### config.mk
export PLATFORM = sky130hd
export DESIGN_NAME = stable_sorted_priority_queue_unit
export DESIGN_NICKNAME = d
export VERILOG_FILES = /design/src/rtl/sspq_pkg.sv /design/src/rtl/stable_sorted_priority_queue_unit.sv /design/src/rtl/sspq_cell.sv
export SDC_FILE = /design/constraint.sdc
export NUM_CORES = 2
export LEC_CHECK = 0
export BUFFER_PORTS_ARGS = -buffer_cell sky130_fd_sc_hd__buf_4
export CAP_MARGIN = 30
export CORE_ASPECT_RATIO = 1.75
export CORE_MARGIN = 5
export CORE_UTILIZATION = 55
export CTS_CLUSTER_DIAMETER = 100
export DETAILED_ROUTE_END_ITERATION = 8
export PLACE_DENSITY = 0.81
export SETUP_SLACK_MARGIN = 0.1
export SLEW_MARGIN = 20
export SYNTH_ARGS = -nofsm -noshare
export SYNTH_HDL_FRONTEND = slang
export SYNTH_SLANG_ARGS = --single-unit
### constraint.sdc
create_clock -name clk -period 7.4 [get_ports clk]
set_input_delay 2.22 -clock clk [delete_from_list [all_inputs] [get_ports clk]]
set_output_delay 2.22 -clock clk [all_outputs]
set_load 0.05 [all_outputs]
### src/rtl/sspq_pkg.sv
`timescale 1ns / 1ps
// ---------------------------------------------------------------------------
// sspq_pkg
// Shared types and operation codes for the stable sorted priority queue.
// ---------------------------------------------------------------------------
package sspq_pkg;

    // operation codes carried on the kind port
    localparam logic KIND_ENQ = 1'b0;
    localparam logic KIND_DEQ = 1'b1;

    typedef logic signed [31:0] word_t;

    // command broadcast to every cell of the chain
    typedef struct packed {
        logic  enq;      // insert, already gated with not-full
        logic  deq;      // remove head, already gated with not-empty
        word_t value;
        word_t weight;
    } cmd_t;

endpackage

### src/rtl/stable_sorted_priority_queue_unit.sv
`timescale 1ns / 1ps
// ---------------------------------------------------------------------------
// stable_sorted_priority_queue_unit
// Bounded priority queue kept in ascending weight order in a chain of
// cells; equal weights leave in arrival order.
// ---------------------------------------------------------------------------
//  channel   handshake        word
//  -------   --------------   ------------------------------------------
//  command   start / busy     kind, item_value, item_weight
//  result    done (strobe)    removed_valid, removed_value, removed_weight,
//                             dropped, occupancy, front_value
//
//  One command per cycle; its result strobes on done in the following cycle.
//  Every cell compares its weight with the new item in parallel, so the
//  insert or removal finishes in one pass of the chain; busy stays low.
//  rst_n clears the entry count; the cell payload is not reset.
//  The receiver cannot stall: each result is valid only while done is high.
// ---------------------------------------------------------------------------
module stable_sorted_priority_queue_unit #(
    parameter int CAPACITY = 16
) (
    input  logic                 clk,
    input  logic                 rst_n,
    input  logic                 start,
    output logic                 busy,
    input  logic                 kind,
    input  sspq_pkg::word_t      item_value,
    input  sspq_pkg::word_t      item_weight,
    output logic                 done,
    output logic                 removed_valid,
    output sspq_pkg::word_t      removed_value,
    output sspq_pkg::word_t      removed_weight,
    output logic                 dropped,
    output logic [4:0]           occupancy,
    output sspq_pkg::word_t      front_value
);

    localparam int CW = $clog2(CAPACITY + 1);

    logic [CW-1:0]    count_reg;
    logic [CW-1:0]    count_next;
    logic             done_reg;
    logic             removed_valid_reg;
    sspq_pkg::word_t  removed_value_reg;
    sspq_pkg::word_t  removed_weight_reg;
    logic             dropped_reg;

    logic             accept;
    logic             full;
    logic             empty;
    sspq_pkg::cmd_t   cmd;

    logic             cell_cond   [CAPACITY];
    sspq_pkg::word_t  cell_value  [CAPACITY];
    sspq_pkg::word_t  cell_weight [CAPACITY];

    assign busy   = 1'b0;
    assign accept = start && !busy;
    assign full   = (count_reg == CW'(CAPACITY));
    assign empty  = (count_reg == '0);

    // command broadcast to the chain
    always_comb
    begin
        cmd.enq    = accept && (kind == sspq_pkg::KIND_ENQ) && !full;
        cmd.deq    = accept && (kind == sspq_pkg::KIND_DEQ) && !empty;
        cmd.value  = item_value;
        cmd.weight = item_weight;
    end

    // chain of cells, head at index 0
    for (genvar i = 0; i < CAPACITY; i++)
    begin : g_cell
        logic            occ;
        logic            lc;
        sspq_pkg::word_t lv;
        sspq_pkg::word_t lw;
        sspq_pkg::word_t rv;
        sspq_pkg::word_t rw;

        assign occ = (count_reg > CW'(i));

        if (i == 0)
        begin : g_head
            assign lc = 1'b0;
            assign lv = item_value;
            assign lw = item_weight;
        end
        else
        begin : g_mid
            assign lc = cell_cond[i-1];
            assign lv = cell_value[i-1];
            assign lw = cell_weight[i-1];
        end

        if (i == CAPACITY - 1)
        begin : g_tail
            assign rv = '0;
            assign rw = '0;
        end
        else
        begin : g_next
            assign rv = cell_value[i+1];
            assign rw = cell_weight[i+1];
        end

        sspq_cell u_cell (
            .clk          (clk),
            .cmd          (cmd),
            .occupied     (occ),
            .left_cond    (lc),
            .left_value   (lv),
            .left_weight  (lw),
            .right_value  (rv),
            .right_weight (rw),
            .cond         (cell_cond[i]),
            .value        (cell_value[i]),
            .weight       (cell_weight[i])
        );
    end

    // entry count
    always_comb
    begin
        count_next = count_reg;
        if (cmd.enq)
        begin
            count_next = count_reg + CW'(1);
        end
        else if (cmd.deq)
        begin
            count_next = count_reg - CW'(1);
        end
    end

    // control state
    always_ff @(posedge clk or negedge rst_n)
    begin
        if (!rst_n)
        begin
            count_reg         <= '0;
            done_reg          <= 1'b0;
            removed_valid_reg <= 1'b0;
            dropped_reg       <= 1'b0;
        end
        else
        begin
            count_reg         <= count_next;
            done_reg          <= accept;
            removed_valid_reg <= cmd.deq;
            dropped_reg       <= accept && (kind == sspq_pkg::KIND_ENQ) && full;
        end
    end

    // removed pair captured from the head
    always_ff @(posedge clk)
    begin
        removed_value_reg  <= cmd.deq ? cell_value[0]  : '0;
        removed_weight_reg <= cmd.deq ? cell_weight[0] : '0;
    end

    // result word; count and head already reflect the operation
    assign done           = done_reg;
    assign removed_valid  = removed_valid_reg;
    assign removed_value  = removed_value_reg;
    assign removed_weight = removed_weight_reg;
    assign dropped        = dropped_reg;
    assign occupancy      = 5'(count_reg);
    assign front_value    = empty ? '0 : cell_value[0];

`ifndef SYNTH
    a_count_bound : assert property (@(posedge clk) disable iff (!rst_n)
        count_reg <= CW'(CAPACITY))
        else $error("entry count above capacity");

    a_done_follows : assert property (@(posedge clk) disable iff (!rst_n)
        accept |=> done)
        else $error("accepted command gave no result");

    a_drop_full : assert property (@(posedge clk) disable iff (!rst_n)
        (done && dropped) |-> (full && !removed_valid))
        else $error("drop reported while not full");

    a_remove_count : assert property (@(posedge clk) disable iff (!rst_n)
        cmd.deq |=> (count_reg == $past(count_reg) - CW'(1)))
        else $error("removal did not lower the count");
`endif

endmodule

### src/rtl/sspq_cell.sv
`timescale 1ns / 1ps
// ---------------------------------------------------------------------------
// sspq_cell
// One slot of the sorted chain. Holds a value/weight pair and, each
// cycle, keeps it, takes the left neighbor's pair, takes the new item,
// or takes the right neighbor's pair.
// ---------------------------------------------------------------------------
module sspq_cell (
    input  logic                 clk,
    input  sspq_pkg::cmd_t       cmd,
    input  logic                 occupied,
    input  logic                 left_cond,
    input  sspq_pkg::word_t      left_value,
    input  sspq_pkg::word_t      left_weight,
    input  sspq_pkg::word_t      right_value,
    input  sspq_pkg::word_t      right_weight,
    output logic                 cond,
    output sspq_pkg::word_t      value,
    output sspq_pkg::word_t      weight
);

    sspq_pkg::word_t value_reg;
    sspq_pkg::word_t value_next;
    sspq_pkg::word_t weight_reg;
    sspq_pkg::word_t weight_next;

    // new item belongs at or before this slot: slot empty or strictly heavier
    assign cond = !occupied || (weight_reg > cmd.weight);

    // slot update: shift right on insert, shift left on remove
    always_comb
    begin
        value_next  = value_reg;
        weight_next = weight_reg;
        if (cmd.enq && cond)
        begin
            if (left_cond)
            begin
                value_next  = left_value;
                weight_next = left_weight;
            end
            else
            begin
                value_next  = cmd.value;
                weight_next = cmd.weight;
            end
        end
        else if (cmd.deq)
        begin
            value_next  = right_value;
            weight_next = right_weight;
        end
    end

    // payload storage, no reset needed
    always_ff @(posedge clk)
    begin
        value_reg  <= value_next;
        weight_reg <= weight_next;
    end

    assign value  = value_reg;
    assign weight = weight_reg;

endmodule

==> results.sh <==
export IMPL_yosysTopAreaCell="edfxtp_1"
export IMPL_dp_slack_ps=724
export IMPL_vias=53800
export IMPL_cts_tree="yes"
export IMPL_grt_max_degree=129
export IMPL_syn_area_per_cell_sq_um=10.4
export IMPL_path_class="input pin to register"
export IMPL_vias_per_cell=6.80
export IMPL_outcome="finished clean"
export IMPL_routedWlPerCell_um=30.1
export IMPL_fin_hold_ws_ps=497
export IMPL_coreArea_sq_um=118000
export IMPL_use_met3=0.0804
export IMPL_antenna_left=0
export IMPL_clk_pin_slew_ps=70
export IMPL_synthSimpleGateAreaFrac=0.119
export IMPL_synth_edf_count=1024
export IMPL_post_cts_buffers=0
export IMPL_ys_types=79
export IMPL_die_y_um=465
export IMPL_hold_viol=0
export IMPL_clock_latency_ps=780
export IMPL_finClkSkew_ps=49.4
export IMPL_synth_main_ff_cell="edfxtp_1"
export IMPL_place_congestion=1.08
export IMPL_cp_start_kind="input pin"
export IMPL_rrSetupSlack_ps=2910
export IMPL_path_max_fanout=27
export IMPL_rows=167
export IMPL_synth_top_family_by_area="compound AO/OA/AOI/OAI gates"
export IMPL_drc=0
export IMPL_h_tree_depth=3
export IMPL_synth_compound_area_frac=0.137
export IMPL_async_flop_share=0.00730
export IMPL_grt_pass1_wl_mm=346
export IMPL_cp_arrival_ps=6710
export IMPL_layout_min_cycle_time_ps=6120
export IMPL_grt_use_met1=0.393
export IMPL_fmax_mhz=163
export IMPL_powerDensity_nw_per_um2=418
export IMPL_peakVddDrop_mv=0.356
export IMPL_synth_seq_cells=1096
export IMPL_track_usage=0.366
export IMPL_synthMuxAreaShare=0.113
export IMPL_fin_nets=6878
export IMPL_synth_top_area_frac=0.473
export IMPL_layout_setup_ws_ps=1280
export IMPL_area_growth_pct=11.3
export IMPL_synthXorXnorAreaFrac=0.000404
export IMPL_gr_total_overflow=0
export IMPL_p_leak_nw=30.4
export IMPL_rsz0062_at_grt="false"
export IMPL_initial_core_util=0.552
export IMPL_tns_ps=0
export IMPL_firstDrtPassIters=8
export IMPL_design_die_area_sq_um=125000
export IMPL_finalSetupViolations=0
export IMPL_cts_buffer_depth=3
export IMPL_io_pins=173
export IMPL_synthAdderAreaFrac=0.0995
export IMPL_io_buffers=171
export IMPL_drt_iter0_drc=5837
export IMPL_die_w_um=270
export IMPL_grtUsageMet2=0.607
export IMPL_cts_resized_gates=0
export IMPL_hold_class="register to register"
export IMPL_synth_cells=6276
export IMPL_synth_nets=6861
export IMPL_antenna_found_initial=11
export IMPL_worst_slew_pin_slew_ps=1190
export IMPL_synth_most_common_cell="edfxtp_1"
export IMPL_netlist_top_cells_count="edfxtp_1 (1024), a21oi_1 (861), nor2_1 (816)"
export IMPL_synthTopCellsByArea="edfxtp_1 (47%), ha_1 (10%), mux2i_1 (9.9%), a21oi_1 (6.6%), nor2_1 (4.7%)"
export IMPL_cts_sinks=1096
export IMPL_critPathRequiredTime_ps=7990
export IMPL_grt_pass1_vias=54900
export IMPL_wl_mm=238
export IMPL_maxSlewViolCount=0
export IMPL_holdBufCountCts=0
export IMPL_drive_gt1_frac=0.102
export IMPL_cp_end_kind="register"
export IMPL_yosys_warnings=0
export IMPL_min_period_over_period=0.827
export IMPL_cts_buffers=102
export IMPL_top_usage_layer="met2"
export IMPL_ys_seq_area_frac=0.496
export IMPL_netlist_area_sq_um=65000
export IMPL_dp_hpwl_mm=161
export IMPL_root_buffer="clkbuf_16"
export IMPL_relSlewSlack=0.202
export IMPL_maxCapViolations=0
power by group:
part	total, mW	leakage, nW	switching, mW	internal, mW
Combinational	13.5	18.3	8.70	4.77
Sequential	11.2	10.5	1.61	9.60
Clock	5.54	1.67	2.55	2.99
cell type report:
type / count / area, sq um
fill: 9427 / 45500
sequential: 1096 / 32200
multi-input combinational: 4674 / 31000
timing repair buffer: 349 / 3550
clock buffer: 143 / 2950
tap: 1521 / 1900
clock inverter: 49 / 459
inverter: 70 / 263
antenna: 7 / 17.5
cells by family after synthesis:
group,Yosys count
other cells,1
buf+inv,506
compound gates,1614
fa+ha+maj,517
simple gates,1832
xor+xnor,3
mux,707
flops,1096
stage by stage:
step                power [mW]  cells  utilization  area (sq um)
CTS                       29.7   7900        0.613         72300
detailed placement        24.2   7708        0.584         68900
global route              31.3   7904        0.614         72300
floorplan                 19.2   6276            -         65000
finish                    30.2   7909        0.614         72300
global placement          23.7   7705        0.584         68800
worst paths after layout:
kind / start / to / cells after the start
worst max-delay path: item_weight[25] / g_cell[2].u_cell.value[13]$_DFFE_PP_ / 13
worst min-delay path: g_cell[0].u_cell.value[0]$_DFFE_PP_ / removed_value[0]$_SDFF_PN0_ / 1
worst max register to register: g_cell[6].u_cell.weight[31]$_DFFE_PP_ / g_cell[6].u_cell.value[12]$_DFFE_PP_ / 10
worst min register to register: g_cell[0].u_cell.value[0]$_DFFE_PP_ / removed_value[0]$_SDFF_PN0_ / 1
max in group asynchronous: rst_n / occupancy[2]$_DFFE_PN0P_ / 1
min in group asynchronous: rst_n / done$_DFF_PN0_ / 1
worst max-delay path, cell delays in order:
cell	delay, ps
buf_4	210
inv_1	420
ha_1	480
nand4_1	230
or3_1	590
nor4b_2	540
o22ai_1	230
o221ai_1	130
mux2_2	410
nand2_2	670
buf_12	300
nand2_1	80
a21oi_1	140
routing by layer:
layer / part of all wire / vias up
met1: 0.33 / 25900
met5: 0.00015 / -
met3: 0.093 / 1256
li1: - / 23100
met2: 0.47 / 3528
met4: 0.11 / 6
cell usage in the layout (no fill, tap or decap), types with 13 or more instances in the layout:
cell type | Yosys | routed
clkbuf_8 | 0 | 14
o21a_1 | 15 | 15
nor2b_1 | 27 | 27
mux2i_1 | 641 | 641
buf_12 | 0 | 73
mux2_4 | 49 | 49
clkinv_2 | 0 | 16
buf_4 | 25 | 273
clkbuf_1 | 251 | 22
a31oi_1 | 135 | 132
nor3_1 | 14 | 13
edfxtp_1 | 1024 | 1024
and2_1 | 102 | 97
nand2_1 | 663 | 650
clkbuf_16 | 0 | 107
a21oi_1 | 861 | 857
o211ai_1 | 19 | 19
o21ai_0 | 359 | 351
a21o_1 | 99 | 99
inv_1 | 69 | 68
nor4_1 | 15 | 13
dfxtp_1 | 64 | 64
nand3_1 | 35 | 33
a211oi_1 | 22 | 22
nand4_1 | 104 | 104
ha_1 | 517 | 517
mux2_2 | 17 | 17
o21ai_1 | 25 | 27
nor2_1 | 816 | 811
(Power assumes the default switching activity.)
